File: src/rtl/core/smr_pkg.sv
package smr_pkg;

   localparam int DATA_WIDTH    = 32;
   localparam int LATENCY       = DATA_WIDTH + 3;
   localparam int LAT_CNT_WIDTH = $clog2(LATENCY + 1);

   typedef logic [DATA_WIDTH-1:0] word_type;

   typedef enum logic {
      CMD_MOD = 1'b0,
      CMD_REM = 1'b1
   } cmd_type;

   typedef struct packed {
      cmd_type  cmd;
      logic     a_neg;
      logic     b_neg;
      logic     zero_div;
      word_type dividend;
      word_type divisor;
   } ctl_type;

   typedef struct packed {
      word_type rem;
      word_type num;
      word_type mag_divisor;
   } div_type;

endpackage

File: src/rtl/core/smr_div_stage.sv
module smr_div_stage
   import smr_pkg::*;
(
   input  logic    clock,
   input  logic    reset,
   input  logic    valid_in,
   input  ctl_type ctl_in,
   input  div_type div_in,
   output logic    valid_out,
   output ctl_type ctl_out,
   output div_type div_out
);

   logic                  valid_ff;
   ctl_type               ctl_ff;
   div_type               div_ff;
   div_type               div_nx_in;
   logic [DATA_WIDTH:0]   trial;

   // one restoring step: bring down the next dividend bit, subtract if it fits
   always_comb begin
      trial = {div_in.rem, div_in.num[DATA_WIDTH-1]} - {1'b0, div_in.mag_divisor};
      div_nx_in.mag_divisor = div_in.mag_divisor;
      div_nx_in.num         = {div_in.num[DATA_WIDTH-2:0], 1'b0};
      if (!trial[DATA_WIDTH]) begin
         div_nx_in.rem = trial[DATA_WIDTH-1:0];
      end else begin
         div_nx_in.rem = {div_in.rem[DATA_WIDTH-2:0], div_in.num[DATA_WIDTH-1]};
      end
   end

   always_ff @(posedge clock) begin
      if (reset) begin
         valid_ff <= 1'b0;
      end else begin
         valid_ff <= valid_in;
      end
   end

   always_ff @(posedge clock) begin
      ctl_ff <= ctl_in;
      div_ff <= div_nx_in;
   end

   assign valid_out = valid_ff;
   assign ctl_out   = ctl_ff;
   assign div_out   = div_ff;

endmodule

File: config.mk
export PLATFORM = sky130hd
export DESIGN_NAME = smr_div_stage
export DESIGN_NICKNAME = d
export VERILOG_FILES = /design/src/rtl/core/smr_pkg.sv /design/src/rtl/core/smr_div_stage.sv
export SDC_FILE = /design/constraint.sdc
export NUM_CORES = 1
export LEC_CHECK = 0
export ABC_AREA = 1
export BUFFER_PORTS_ARGS = -buffer_cell sky130_fd_sc_hd__buf_2
export CAP_MARGIN = 20
export CORE_MARGIN = 5
export CORE_UTILIZATION = 30
export DETAILED_ROUTE_END_ITERATION = 8
export SLEW_MARGIN = 20
export SYNTH_ARGS = -nofsm -noshare
export SYNTH_HDL_FRONTEND = slang
export SYNTH_SLANG_ARGS = --single-unit
File: constraint.sdc
create_clock -name clock -period 2.88 [get_ports clock]
set_clock_uncertainty 0.05 [all_clocks]
set_input_delay 0.288 -clock clock [delete_from_list [all_inputs] [get_ports clock]]
set_output_delay 0.288 -clock clock [all_outputs]
set_load 0.005 [all_outputs]
### After elaboration in Yosys (flattened, before gate mapping)

Cells that the tools add are included.

| storage, ports and cells | value |
|---|---|
| flip-flop bits (word level) | 164 |
| input bits | 167 |

| cells by class | value |
|---|---|
| $add $sub $neg | 1 |
| mux-type cells | 1 |

Operators by type and width:

| kind | count |
|---|---|
| subtractor 33 x 32 -> 33 bit | 1 |
| two-way mux 32 bit | 1 |

### Longest topological paths before layout

| depth | value |
|---|---|
| depth after elaboration | 2 |
| mapped depth | 17 |
| depth with buffers taken out | 16 |

### Worst setup path before layout

No wires, ideal clock.

| timing | value |
|---|---|
| path kind | in2reg |
| start point | in div_in[63] in the netlist's numbering |
| end point | reg div_ff, in the netlist div_out[64] |
| data arrival time | 1.852 ns |
| path slack | 0.865 ns |
| stages | 16 |
| buffers on the path | 1 |
| cell sequence | inv_1 > ha_1 > fa_1 > inv_1 > nand2_1 > nand2_1 > nand3_1 > nand2_2 > nand2_2 > nand2_2 > nand2_2 > nand3_1 > nand2_4 > buf_6 > nand2_1 > nand2_1 |

RTL lines:

| what | line | RTL |
|---|---|---|
| start: declaration | smr_div_stage.sv:8 | `input div_type div_in,` |
| end signal: assignment | smr_div_stage.sv:42 | `div_ff <= div_nx_in;` |
| end: declaration | smr_div_stage.sv:16 | `div_type div_ff;` |

==> impl_metrics.json <==
{
  "final_area_um2": 10300,
  "asyncSetResetFlopFracSynth_pct": 0,
  "wire_per_inst_um": 15.1,
  "grt_overflow": 0,
  "hold_class": "primary input to register",
  "irDropWorstVdd_uv": 354,
  "netlist.area_leader.share_pct": 50.6,
  "hold_viol_final": 0,
  "die_x_um": 157,
  "intPower_mw": 4.14,
  "final_antenna_net_count": 0,
  "start_util_pct": 30.7,
  "ys_seq_area_share_pct": 50.6,
  "synthTopCellsByArea": "dfxtp_1 (51%), nand2_1 (19%), inv_1 (9.1%), ha_1 (6.2%), nand3_1 (2.4%)",
  "grt_pass1_wl_mm": 36.9,
  "grt_start_max_net_pins": 33,
  "final_cell_count_no_fill": 1620,
  "max-cap-violations": 0,
  "rows": 53,
  "share_comb_of_total_power_pct": 20.2,
  "coreArea_um2": 21200,
  "ys_warn_count": 0,
  "ys_ff_latch": 164,
  "drc": 0,
  "postSynthAreaPerCell_um2": 7.62,
  "grt.total_usage_pct": 19.2,
  "placed_area_um2": 8410,
  "die_h_um": 157,
  "p_leak_nw": 5.83,
  "cts_tree": "done",
  "grt_pass1_vias": 6900,
  "place.gp.congestion": 0.888,
  "cp.arrival_ns": 2.87,
  "pin_count": 332,
  "synth_most_common_cell": "nand2_1",
  "num-nets-final": 1526,
  "clock-sinks": 164,
  "ctsRootBufferMaster": "clkbuf_16",
  "wl_mm": 24.5,
  "synth_edf_count": 0,
  "p_clk_share_pct": 37.5,
  "synth_ff_type": "dfxtp_1",
  "syn_area_um2": 6490,
  "timing.fmax_mhz": 391,
  "p_seq_share_pct": 42.3,
  "clk_path_buf_depth": 2,
  "slew_viol_final": 0,
  "cts.repair.resized": 0,
  "routed_via_density": 4.19,
  "switching_power_mw": 1.77,
  "post-cts-setup-buffers": 0,
  "die-area_um2": 24700,
  "portBuffers": 330,
  "syn_nets": 1051,
  "drive_gt1_share_pct": 28.5,
  "drt_pre_antenna_iters": 5,
  "start_kind": "primary input",
  "path_class": "primary input to register",
  "synthCells": 851,
  "finalSetupTns_ns": 0,
  "yosys-top-cells-count": "nand2_1 (330), dfxtp_1 (164), inv_1 (158)",
  "area_delta_synth_final_pct": 59.1,
  "fillers": 2071,
  "swShare_pct": 29.9,
  "ctsHoldBuffers": 133,
  "drt_iter0_drc": 279,
  "ys_types": 26,
  "fin_crit_sh_pct": 88.9,
  "finish.utilization_pct": 48.8,
  "crit_required_ns": 3.19,
  "cts-htree-levels": 4,
  "layout_min_cycle_time_ns": 2.56,
  "end_kind": "register",
  "hpwl_mm": 18.1,
  "path_max_fanout": 32,
  "cts_buffers": 17,
  "clk_pin_slew_ns": 0.08,
  "power.density_nw_per_um2": 572,
  "yosysTopAreaCell": "dfxtp_1",
  "vias": 6790,
  "antenna_found_initial": 6,
  "finalSetupViolations": 0,
  "status": "completed",
  "rsz0062_at_grt": "no",
  "place_inst": 1449
}
==> power groups by stage <==
| stage | clock network, mW | registers (mW) | logic [mW] |
|---|---|---|---|
| 5_1_grt | 2.37 | 2.52 | 1.34 |
| 6_report | 2.22 | 2.50 | 1.19 |
| 4_1_cts | 2.27 | 2.49 | 1.20 |
| 3_3_place_gp | 0 | 2.55 | 1.04 |
| 3_5_place_dp | 0 | 2.54 | 1.05 |
| 2_1_floorplan | 0 | 2.58 | 0.545 |
==> critical path, cell delays in order <==
cell and delay [ns]:
dlygate4sd3_1 0.54, buf_2 0.13, ha_1 0.22, fa_1 0.41, inv_1 0.11, nand2_1 0.05, nand2_1 0.07, nand3_1 0.08
nand2_2 0.12, nand2_2 0.06, nand2_2 0.07, nand2_2 0.07, nand2_2 0.08, nand2_2 0.07, nand2_4 0.29, nand2_1 0.12
nand2_1 0.08
==> cells in the final DEF, fill, tap and decap left out, types with 4 or more instances in the layout <==
master,n
inv_1,158
clkbuf_16,17
nor3_1,6
nand4_1,8
ha_1,32
nand3_1,31
dfxtp_1,164
buf_2,330
inv_8,6
a21oi_1,23
diode_2,6
nand2_1,330
nand2_2,13
and2_1,4
nor2_1,39
o21bai_1,7
clkinvlp_4,4
dlygate4sd3_1,133
xor2_1,14
==> metal layers <==
metal	GRT usage, %	part of all wire [%]
met1	20.1	37
met2	37.3	54
met3	4.81	7.2
met4	6.27	2.3
met5	0	0
==> final timing paths <==
kind	slack, ns	start	endpoint	depth (start not counted)
worst max-delay path	0.32	div_in[0]	div_out[80]	17
worst min-delay path	0.02	valid_in	valid_out	3
==> sequential cells by signal, indices dropped and copies added (netlist names) <==
signal	flops
ctl_out	68
div_out	95
valid_out	1
==> area by class of cell <==
class                      instances  area [µm²]  area share [%]
clock buffer                      18         429            4.16
tap                              275         344            3.33
multi-input combinational        520        2530            24.5
sequential                       164        3280            31.8
timing repair buffer             463        2980            28.9
inverter                         160         601            5.82
clock inverter                    14         140            1.36
antenna                            6        15.0           0.145
==> through the flow <==
stage / worst slack (ns) / hold slack [ns] / total power [mW]
after floorplan: 0.865 / 0.266 / 3.12
after global placement: 0.531 / 0.340 / 3.58
after detailed placement: 0.413 / 0.342 / 3.59
after CTS: 0.318 / 0.00444 / 5.96
after global routing: 0.0807 / 0.0114 / 6.23
final: 0.320 / 0.0190 / 5.91
==> cells by family after synthesis <==
family / after synthesis / share of synthesized area (%)
buffers and inverters: 167 / 10.4
other: 1 / 0.0578
XOR/XNOR: 15 / 2.02
adder cells (fa/ha/maj): 33 / 6.48
flip-flops: 164 / 50.6
AND/OR/NAND/NOR: 439 / 27.6
AO/OA/AOI/OAI: 32 / 2.85
Power figures use the tool's default switching activity.
