===== config.mk =====
export PLATFORM = sky130hd
export DESIGN_NAME = smr_prep
export DESIGN_NICKNAME = d
export VERILOG_FILES = /design/src/rtl/core/smr_pkg.sv /design/src/rtl/core/smr_prep.sv
export SDC_FILE = /design/constraint.sdc
export NUM_CORES = 1
export LEC_CHECK = 0
export BUFFER_PORTS_ARGS = -buffer_cell sky130_fd_sc_hd__buf_4
export CAP_MARGIN = 20
export CORE_MARGIN = 2
export CORE_UTILIZATION = 47
export CTS_CLUSTER_SIZE = 14
export DETAILED_ROUTE_END_ITERATION = 8
export GPL_TIMING_DRIVEN = 0
export HOLD_SLACK_MARGIN = 0.03
export PLACE_DENSITY = 0.84
export RECOVER_POWER = 50
export SETUP_SLACK_MARGIN = 0.1
export SYNTH_ARGS = -nofsm -noshare
export SYNTH_HDL_FRONTEND = slang
export SYNTH_SLANG_ARGS = --single-unit

===== constraint.sdc =====
create_clock -name clock -period 2.6 [get_ports clock]
set_input_delay 0.52 -clock clock [delete_from_list [all_inputs] [get_ports clock]]
set_output_delay 0.52 -clock clock [all_outputs]
set_load 0.005 [all_outputs]

===== src/rtl/core/smr_pkg.sv =====
package smr_pkg;

   localparam int DATA_WIDTH    = 32;
   localparam int LATENCY       = DATA_WIDTH + 3;
   localparam int LAT_CNT_WIDTH = $clog2(LATENCY + 1);

   typedef logic [DATA_WIDTH-1:0] word_type;

   typedef enum logic {
      CMD_MOD = 1'b0,
      CMD_REM = 1'b1
   } cmd_type;

   typedef struct packed {
      cmd_type  cmd;
      logic     a_neg;
      logic     b_neg;
      logic     zero_div;
      word_type dividend;
      word_type divisor;
   } ctl_type;

   typedef struct packed {
      word_type rem;
      word_type num;
      word_type mag_divisor;
   } div_type;

endpackage


===== src/rtl/core/smr_prep.sv =====
module smr_prep
   import smr_pkg::*;
(
   input  logic                         clock,
   input  logic                         reset,
   input  logic                         valid,
   input  logic                         cmd,
   input  logic signed [DATA_WIDTH-1:0] dividend,
   input  logic signed [DATA_WIDTH-1:0] divisor,
   output logic                         valid_out,
   output ctl_type                      ctl_out,
   output div_type                      div_out
);

   logic    valid_ff;
   ctl_type ctl_in, ctl_ff;
   div_type div_in, div_ff;

   always_comb begin
      ctl_in.cmd      = cmd_type'(cmd);
      ctl_in.a_neg    = dividend[DATA_WIDTH-1];
      ctl_in.b_neg    = divisor[DATA_WIDTH-1];
      ctl_in.zero_div = (divisor == '0);
      ctl_in.dividend = word_type'(dividend);
      ctl_in.divisor  = word_type'(divisor);
      div_in.rem      = '0;
      div_in.num      = ctl_in.a_neg ? (~word_type'(dividend) + word_type'(1))
                                     : word_type'(dividend);
      div_in.mag_divisor = ctl_in.b_neg ? (~word_type'(divisor) + word_type'(1))
                                        : word_type'(divisor);
   end

   always_ff @(posedge clock) begin
      if (reset) begin
         valid_ff <= 1'b0;
      end else begin
         valid_ff <= valid;
      end
   end

   always_ff @(posedge clock) begin
      ctl_ff <= ctl_in;
      div_ff <= div_in;
   end

   assign valid_out = valid_ff;
   assign ctl_out   = ctl_ff;
   assign div_out   = div_ff;

endmodule


======== Word level (Yosys, flattened, before mapping) ========
Cells that the tools add are included.
storage, ports and cells
  word-level logic and storage cells ...... 18
  register bits after elaboration ......... 133
  output and inout bits ................... 165
  input bits .............................. 68
cells by class
  add/subtract/negate cells ............... 2
  mux-type cells .......................... 2
  bitwise logic cells ..................... 2
  reduce and logical (&&, ||, !) cells .... 1
operator list
  cell                                           count
  adder 32 x 1 -> 32 bit, second input constant  2
  inverter 32 bit                                2
  2-to-1 mux 31 bit                              2
  logical NOT 32 bit                             1

======== Depth between registers and ports, before layout ========
Gate-level depths: netlist of the first run.
  depth in word-level cells ............... 3
  gate-level depth with buffers ........... 6
  gate-level depth less buffers ........... 6

======== Worst setup path after synthesis of the first run ========
No wires, ideal clock.
  path kind ............................... input to register
  from .................................... input port dividend[21]
  to ...................................... register div_ff, in the netlist div_out[58]
  data required time ...................... 2.528 ns
  library setup time ...................... 0.072 ns
  slack ................................... 0.671 ns
  buffers on the path ..................... 0
  stages on the path ...................... 4
  arrival ................................. 1.857 ns
  cells stage by stage .................... or4_4 or3_4 o41ai_2 xnor2_1
RTL lines
  item                  RTL line        text
  start, declared       smr_prep.sv:8   input logic signed [DATA_WIDTH-1:0] dividend,
  end signal, assigned  smr_prep.sv:43  div_ff <= div_in;
  end, declared         smr_prep.sv:17  div_type div_in, div_ff;

==> results by group, run 1 <==
Outcome
  • Status: finished clean

Global routing
  • Global-route wire length before repair: around 18 mm
  • Number of global-route vias before repair: 3673
  • Initial antenna violation count: 0
  • Global-route usage over all layers: 0.235
  • Total congestion overflow: 0
  • Largest net degree at the start of global routing: 17

Die
  • Top-Level Pins: 233
  • Die Span Y: 99.2 microns
  • Total die area: 9830 sq um
  • Starting Density: 0.486
  • Std-Cell Rows: 34
  • Die width: 99.2 microns
  • Core Box Area: 8760 sq um

Detailed routing
  • Via/cell ratio: 4.93
  • Vias: 3626
  • Wirelength per Cell: 15.8 microns
  • DRC: 0
  • Antenna viol nets, final: 0
  • DR pass1 iterations: 4
  • Initial DRC count: 83
  • Routed wire length: 11.7 mm

Cells and area
  • Fillers: 663
  • Ant diodes: 0
  • Final Core Density: 0.727
  • Final #Nets: between 600 and 700
  • Fraction of layout cells with a size suffix above 1: 0.323
  • Synth-to-layout area growth: 49.6%

Clock network
  • Postcts setup bufs: 0
  • CTS Buffer Depth: 2
  • CTS Buf Count: 17
  • CTS clk-pin slew, worst paths: around 60 ps
  • CTS root buf: clkbuf_8
  • Htree depth: 4
  • Post_cts resized: 0
  • Clock sink count: 129
  • CTS tree: built
  • Hold_buf cts: 0

Synthesis
  • Top-area cell type share of the netlist area: 0.607
  • Synth top cells by count: dfxtp_1, xnor2_1, buf_4, nand2_1, o31ai_1
  • Flops & latches, synth: ~130
  • Most frequent cell after synthesis: dfxtp_1
  • Seq/Total Area, Yosys: 0.607
  • Synth top area cells: dfxtp_1, xnor2_1, buf_4, o31ai_1, o41ai_1
  • Largest area contributor in the synthesized netlist: dfxtp_1
  • Cells after Synth: around 370
  • Yosys Warn Count: 0
  • Post-Synthesis Cell Area: 4260 sq um
  • Ys async rst share: 0
  • Post-synth cell types: 30
  • Ys flop type: dfxtp_1
  • Avg Cell Area, Syn: 11.7 sq um
  • EDFF count, synth: 0

Hold path
  • Worst Hold Path EP: ctl_out[67]$_DFF_P_
  • Hold path startpoint: cmd
  • Hold WC Path Type: in2reg
  • Hold path cells: 1

Worst setup path
  • Crit path depth: 6
  • CP Max Fanout: 10
  • CP Class: in2reg
  • Slowest CP cell: nor4_1
  • Family with the most delay on the worst path: simple AND/OR/NAND/NOR gates
  • Worst path max stage delay: 580 ps
  • Arr. time, crit path: 2430 ps
  • Crit path top cell by count: clkbuf_1
  • Worst Setup Start Kind: primary input
  • Buf/Inv on CP: 2
  • Worst setup EP type: flop
  • Critical Path RT: roughly 3000 ps
  • Critical path cell sequence: clkbuf_1 -> nor4_1 -> nand2_1 -> clkbuf_1 -> o31ai_1 -> xnor2_1

Power and ir drop
  • Leakage: 0.00273 uW
  • Pwr/cell area: 821 nW/um^2
  • Worst vdd ir: 0.491 mV

STA
  • Finish-stage setup viols: 0
  • Slew HR: 0.565
  • Final Hold Viols: 0
  • RSZ-0062 raised after global routing: no
  • Final worst-path cycle share: 0.768
  • Fin Setup TNS: 0 ps
  • Pins over their slew limit: 0
  • Worst-Margin Slew: 647 ps
  • Fmax: 501 MHz
  • Crit path time final: around 2000 ps

Place
  • Port Buffers: 200
  • Placer congestion estimate: 0.779
  • Post-DP HPWL: 8.57 mm

Job
  • Max-Cap Viols: 0
==> cells by family after synthesis <==
| group | share of synthesized area |
|---|---|
| compound gates | 0.0897 |
| xor+xnor | 0.119 |
| fa+ha+maj | 0.0118 |
| buf+inv | 0.0767 |
| flops | 0.607 |
| other cells | 0.000881 |
| simple gates | 0.0949 |
==> registers in the layout, summed over array words and instances, names as in the netlist <==
| name | count |
|---|---|
| div_out | 62 |
| valid_out | 1 |
| ctl_out | 66 |
==> routing by layer <==
| metal | GRT usage | vias up | wire length [microns] | share of wire |
|---|---|---|---|---|
| met4 | 0.106 | 0 | 290 | 0.025 |
| met5 | 0 | - | 0 | 0 |
| met1 | 0.239 | 1667 | 3950 | 0.34 |
| met3 | 0.0878 | 25 | 1310 | 0.11 |
| li1 | - | 1710 | - | - |
| met2 | 0.426 | 224 | 6110 | 0.52 |
==> area by class of cell <==
| type | count | area, sq um | area share |
|---|---|---|---|
| Clock inverter | 12 | 180 | 0.0283 |
| Timing Repair Buffer | 200 | 1230 | 0.194 |
| Multi-Input combinational cell | 216 | 1460 | 0.230 |
| Sequential cell | 129 | 2580 | 0.406 |
| Buffer | 46 | 308 | 0.0483 |
| Inverter | 5 | 18.8 | 0.00295 |
| Tap cell | 108 | 135 | 0.0212 |
| Clock buffer | 20 | 445 | 0.0699 |
==> metrics by stage <==
step	total power, uW	instances	instance area (sq um)	setup slack (ps)	hold slack (ps)
floorplan	2430	396	4370	671	548
finish	5230	736	6370	604	143
global route	5420	736	6370	548	113
CTS	5320	736	6640	668	101
detailed placement	2840	704	6010	215	627
global placement	2830	704	6010	232	625
==> worst max-delay path by stage <==
stage | startpoint | end | slack, ps
2_1_floorplan | dividend[21] | div_out[58]$_DFF_P_ | 670
5_1_grt | dividend[3] | div_out[57]$_DFF_P_ | 550
3_3_place_gp | dividend[5] | div_out[57]$_DFF_P_ | 230
6_report | dividend[3] | div_out[57]$_DFF_P_ | 600
4_1_cts | dividend[5] | div_out[57]$_DFF_P_ | 670
3_5_place_dp | dividend[5] | div_out[57]$_DFF_P_ | 210
==> power by group <==
part           internal [uW]  total, uW  switching, uW
combinational            311        572            260
sequential              2130       2180           45.3
clock                   1610       2480            866
total                   4060       5230           1170
==> cell usage in the layout, fill, tap and decap left out, types with 2 or more instances in the layout <==
master / count
nor3_1: 3
clkbuf_1: 82
conb_1: 32
o31ai_1: 20
or3_1: 4
nand3b_1: 3
clkinv_2: 2
nand3_1: 5
o21ai_0: 14
nor2_1: 4
ha_1: 4
o41ai_2: 2
dfxtp_1: 129
nor4_1: 15
buf_4: 119
bufinv_16: 4
clkbuf_16: 16
xnor2_1: 57
o41ai_1: 14
inv_1: 5
or4_1: 5
clkbuf_4: 46
nand2b_1: 3
inv_6: 2
clkbuf_8: 3
clkinvlp_4: 2
clkinv_4: 2
nand2_1: 21
Note: power is estimated with default switching activity, not from simulation.
==> inputs of run 2 (changes only) <==
--- a/config.mk
+++ b/config.mk
@@ -8,12 +8,12 @@
 export BUFFER_PORTS_ARGS = -buffer_cell sky130_fd_sc_hd__buf_4
 export CAP_MARGIN = 20
 export CORE_MARGIN = 2
-export CORE_UTILIZATION = 47
+export CORE_UTILIZATION = 40
 export CTS_CLUSTER_SIZE = 14
 export DETAILED_ROUTE_END_ITERATION = 8
 export GPL_TIMING_DRIVEN = 0
 export HOLD_SLACK_MARGIN = 0.03
-export PLACE_DENSITY = 0.84
+export PLACE_DENSITY = 0.76
 export RECOVER_POWER = 50
 export SETUP_SLACK_MARGIN = 0.1
 export SYNTH_ARGS = -nofsm -noshare
==> constraint.sdc (replaced) <==
create_clock -name clock -period 1.7 [get_ports clock]
set_input_delay 0.34 -clock clock [delete_from_list [all_inputs] [get_ports clock]]
set_output_delay 0.34 -clock clock [all_outputs]
set_load 0.005 [all_outputs]
==> run 2 against run 1 <==
  * Cell count up 13%
  * Core utilization down 2.1 points
  * Die area up 17%
  * First-iteration DRC count up 2.4%
  * Global-route usage down 1.1 points
  * Sequential power up 53%
  * Power up 61%
  * Combinational power up 80%
  * Via count up 7.8%
  * Critical path depth unchanged
  * Wire length up 12%
  * Sequential cell count unchanged
==> results by group, run 2 (synthesized netlist as in run 1, its figures left out) <==
Place
  • Placer congestion estimate: 0.810
  • Port Buffers: 200
  • Cells after DPL: approximately 730
  • DP Area: 6100 sq um
  • Post-DP HPWL: between 8 and 9 mm

Clock network
  • CTS clk-pin slew, worst paths: 60 ps
  • CTS Buffer Depth: 2
  • CTS tree: built
  • CTS Buf Count: 17
  • CTS root buf: clkbuf_8
  • Htree depth: 4
  • Clock sink count: between 100 and 150

Cells and area
  • Ant diodes: 0
  • Final #Nets: 757
  • Commonest cells after routing, fill and taps aside: dfxtp_1, buf_4, clkbuf_1
  • Cell Count, Final, Fillers Out: 833
  • Final instance area: 7280 sq um
  • Largest register FFs: 66
  • Commonest non-fill, non-tap cell in the layout: dfxtp_1
  • Final Core Density: 0.705
  • Fraction of layout cells with a size suffix above 1: 0.326
  • Synth-to-layout area growth: 71.0%

Global routing
  • Global-route wire length before repair: 20.0 mm
  • Largest net degree at the start of global routing: 17
  • Global-route usage over all layers: 0.224
  • Number of global-route vias before repair: 4045
  • Initial antenna violation count: 0
  • Total congestion overflow: 0

STA
  • WHS: 50.7 ps
  • Finish-stage setup viols: 0
  • Fmax: 630 MHz
  • Final worst-path cycle share: 0.934
  • RSZ-0062 raised after global routing: yes
  • Pins over their slew limit: 0
  • Final Hold Viols: 0
  • Crit path time final: ~1600 ps
  • Slew HR: 0.557
  • Worst-Margin Slew: 664 ps

Power and ir drop
  • Pwr/cell area: ~1200 nW/um^2
  • Leakage: about 0.0031 uW
  • Tot Pwr: 8440 uW
  • Worst vdd ir: 0.678 mV

Detailed routing
  • DR pass1 iterations: 4
  • Initial DRC count: 85
  • Via/cell ratio: 4.69
  • Antenna viol nets, final: 0
  • Routed wire length: 13.1 mm
  • Wirelength per Cell: 15.7 microns
  • Vias: 3908
  • DRC: 0

Worst setup path
  • CP Max Fanout: 10
  • CP Class: in2reg
  • Critical Path RT: 2130 ps
  • Worst setup EP type: flop
  • Worst Setup Start Kind: primary input
  • Arr. time, crit path: 2020 ps

Die
  • Total die area: 11500 sq um
  • Top-Level Pins: about 230
  • Die width: about 110 microns
  • Starting Density: 0.412
  • Die Span Y: 107 microns
  • Std-Cell Rows: 37
  • Core Box Area: 10300 sq um

Job
  • Max-Cap Viols: 0

Hold path
  • Hold path cells: 2
  • Hold WC Path Type: in2reg

Outcome
  • Status: finished clean
[run 2: report_power, final]
| group | leakage [uW] | switching (uW) | internal [uW] | total [uW] |
|---|---|---|---|---|
| clock | 0.000329 | 1320 | 2760 | 4080 |
| sequential | 0.00109 | 69.8 | 3260 | 3330 |
| combinational | 0.00169 | 444 | 586 | 1030 |
[run 2: final cells by class]
class,count,area [sq um]
Timing Repair Buffer,270,1940
Clock buffer,19,442
Inverter,5,18.8
Buffer,46,310
Multi-Input combinational cell,216,1590
Sequential cell,129,2580
Tap cell,136,170
Fill cell,768,3040
Clock inverter,12,229
[run 2: worst paths after layout]
kind        from              endpoint  slack (ps)
min        valid  valid_out$_SDFF_PP0_          50
max   divisor[9]   div_out[22]$_DFF_P_         110
[run 2: critical path: stages]
cell and delay, ps:
clkbuf_1 160, nor4_1 400, nand3_1 200, clkbuf_2 260, o41ai_1 490, xnor2_1 160
[run 2: per-layer routing]
metal  part of all wire  GRT usage
met5                  0          0
met3               0.10     0.0869
met4              0.011     0.0909
met1               0.35      0.226
met2               0.53      0.409
[run 2: repair_timing]
item,4_1_cts,5_1_grt
endpoints found under the hold margin,66,0
buffers inserted,0,4
hold buffers,66,0
endpoints found under the setup margin,0,18
gates resized for setup,0,18
[run 2: stage by stage]
stage,TNS [ps],setup WS (ps)
after floorplan,-49.1,-49.1
final,0,112
after global routing,-41.0,-41.0
after detailed placement,-9200,-379
after global placement,-8380,-430
after CTS,0,120
==> inputs of run 3 (changes only) <==
--- a/config.mk
+++ b/config.mk
@@ -5,15 +5,15 @@
 export SDC_FILE = /design/constraint.sdc
 export NUM_CORES = 1
 export LEC_CHECK = 0
-export BUFFER_PORTS_ARGS = -buffer_cell sky130_fd_sc_hd__buf_4
 export CAP_MARGIN = 20
 export CORE_MARGIN = 2
-export CORE_UTILIZATION = 40
+export CORE_UTILIZATION = 55
 export CTS_CLUSTER_SIZE = 14
 export DETAILED_ROUTE_END_ITERATION = 8
+export DONT_BUFFER_PORTS = 1
 export GPL_TIMING_DRIVEN = 0
 export HOLD_SLACK_MARGIN = 0.03
-export PLACE_DENSITY = 0.76
+export PLACE_DENSITY = 0.73
 export RECOVER_POWER = 50
 export SETUP_SLACK_MARGIN = 0.1
 export SYNTH_ARGS = -nofsm -noshare
==> run 3 against run 2 <==
  * Die area fell by 26%
  * First-iteration DRC count up 54%
  * Sequential share of layout area up 8.9 points
  * Clock-buffer cell count rose by 2
  * Sequential power grew 2%
  * Setup slack better by 31 ps
  * Power is 10% lower
  * Cell count down 28%
  * Core utilization grew 6.0 points
  * Global-route usage grew 5.1 points
  * Largest power group unchanged
==> results by group, run 3 (synthesized netlist as in run 1, its figures left out) <==
Clock network
  • CTS clk-pin slew, worst paths: 60 ps
  • Hold_buf cts: 67
  • Htree depth: 4
  • CTS Buffer Depth: 2
  • CTS Buf Count: 17
  • Clock sink count: ~130
  • CTS root buf: clkbuf_8
  • CTS tree: built
  • Postcts setup bufs: 0
  • Post_cts resized: 0

Cells and area
  • Fillers: a little under 500
  • Synth-to-layout area growth: 36.8%
  • Largest register FFs: between 60 and 70
  • Ant diodes: 0
  • Final #Nets: 554
  • FF/Latch Area: 2580 sq um
  • Multi-input logic area: roughly 1500 sq um
  • Commonest cells after routing, fill and taps aside: dfxtp_1, dlygate4sd3_1, xnor2_1
  • Fraction of layout cells with a size suffix above 1: 0.160
  • Commonest non-fill, non-tap cell in the layout: dfxtp_1

Die
  • Starting Density: 0.560
  • Top-Level Pins: about 230
  • Total die area: 8460 sq um
  • Std-Cell Rows: 32
  • Die width: 92.0 microns
  • Die Span Y: slightly above 90 microns
  • Core Box Area: around 7600 sq um

Power and ir drop
  • Pwr/cell area: ~1300 nW/um^2
  • Tot Pwr: around 7600 uW
  • Leakage: between 0.002 and 0.0025 uW
  • Worst vdd ir: 0.929 mV

STA
  • Crit path time final: 1560 ps
  • Finish-stage setup viols: 0
  • Final worst-path cycle share: 0.916
  • Slew HR: 0.610
  • RSZ-0062 raised after global routing: no
  • Fmax: 642 MHz
  • Final Hold Viols: 0
  • Final WS setup: 144 ps
  • Worst-Margin Slew: 586 ps
  • Pins over their slew limit: 0

Place
  • Post-DP HPWL: about 7.0 mm
  • Placer congestion estimate: ~0.85
  • Place WS: -154 ps
  • Port Buffers: 0

Worst setup path
  • Worst setup EP type: flop
  • Family with the most delay on the worst path: simple AND/OR/NAND/NOR gates
  • CP Max Fanout: 10
  • Arr. time, crit path: 1940 ps
  • Worst path max stage delay: around 470 ps
  • Critical Path RT: 2080 ps
  • CP Class: in2reg
  • Critical path cell sequence: nor4_1 -> nand3_1 -> clkbuf_1 -> o41ai_1 -> xnor2_1
  • Worst Setup Start Kind: primary input
  • Buf/Inv on CP: 1
  • Slowest CP cell: nor4_1

Hold path
  • Hold WC Path Type: in2reg

Detailed routing
  • Via/cell ratio: roughly 5.5
  • Routed wire length: 11.8 mm
  • DRC: 0
  • DR pass1 iterations: 4
  • Wirelength per Cell: ~20 microns
  • Antenna viol nets, final: 0
  • Initial DRC count: around 130
  • Vias: 3262

Outcome
  • Status: finished clean

Job
  • Max-Cap Viols: 0

Global routing
  • Global-route usage over all layers: 0.275
  • Number of global-route vias before repair: 3434
  • Initial antenna violation count: 0
  • Total congestion overflow: 0
  • Largest net degree at the start of global routing: 17
  • Global-route wire length before repair: between 15 and 20 mm
## run 3: worst paths after layout
kind | start | to | slack (ps) | cells past startpoint
hold / removal | divisor[2] | div_out[5]$_DFF_P_ | 30 | 2
setup / recovery | dividend[13] | div_out[53]$_DFF_P_ | 140 | 5
## run 3: cell type report
| type | count | area share |
|---|---|---|
| inverter | 5 | 0.00322 |
| clock inverter | 11 | 0.0264 |
| multi-input combinational | 216 | 0.260 |
| sequential | 129 | 0.443 |
| tap | 102 | 0.0219 |
| timing repair buffer | 67 | 0.115 |
| clock buffer | 21 | 0.0771 |
| buffer | 46 | 0.0529 |
## run 3: report_power, final
group | switching, uW | total, uW | internal (uW) | leakage (uW)
Sequential | 140 | 3410 | 3270 | 0.00109
Combinational | 226 | 520 | 294 | 0.000932
Clock | 1310 | 3640 | 2320 | 0.000289
## run 3: stage by stage
stage               hold WS [ps]  std cells  instance area, sq um  utilization  setup TNS (ps)
floorplan                    368        396                  4430            -           -49.1
global placement             368        498                  4550        0.599           -2800
detailed placement           368        498                  4550        0.599           -3020
CTS                         31.7        597                  5830        0.766               0
global route                31.5        597                  5820        0.765               0
finish                      34.1        597                  5820        0.765               0
## run 3: layer usage
metal	part of all wire	global-route usage	vias to the layer above
li1	-	-	1451
met1	0.35	0.269	1534
met2	0.52	0.494	237
met3	0.094	0.111	40
met4	0.036	0.146	0
met5	0	0	-
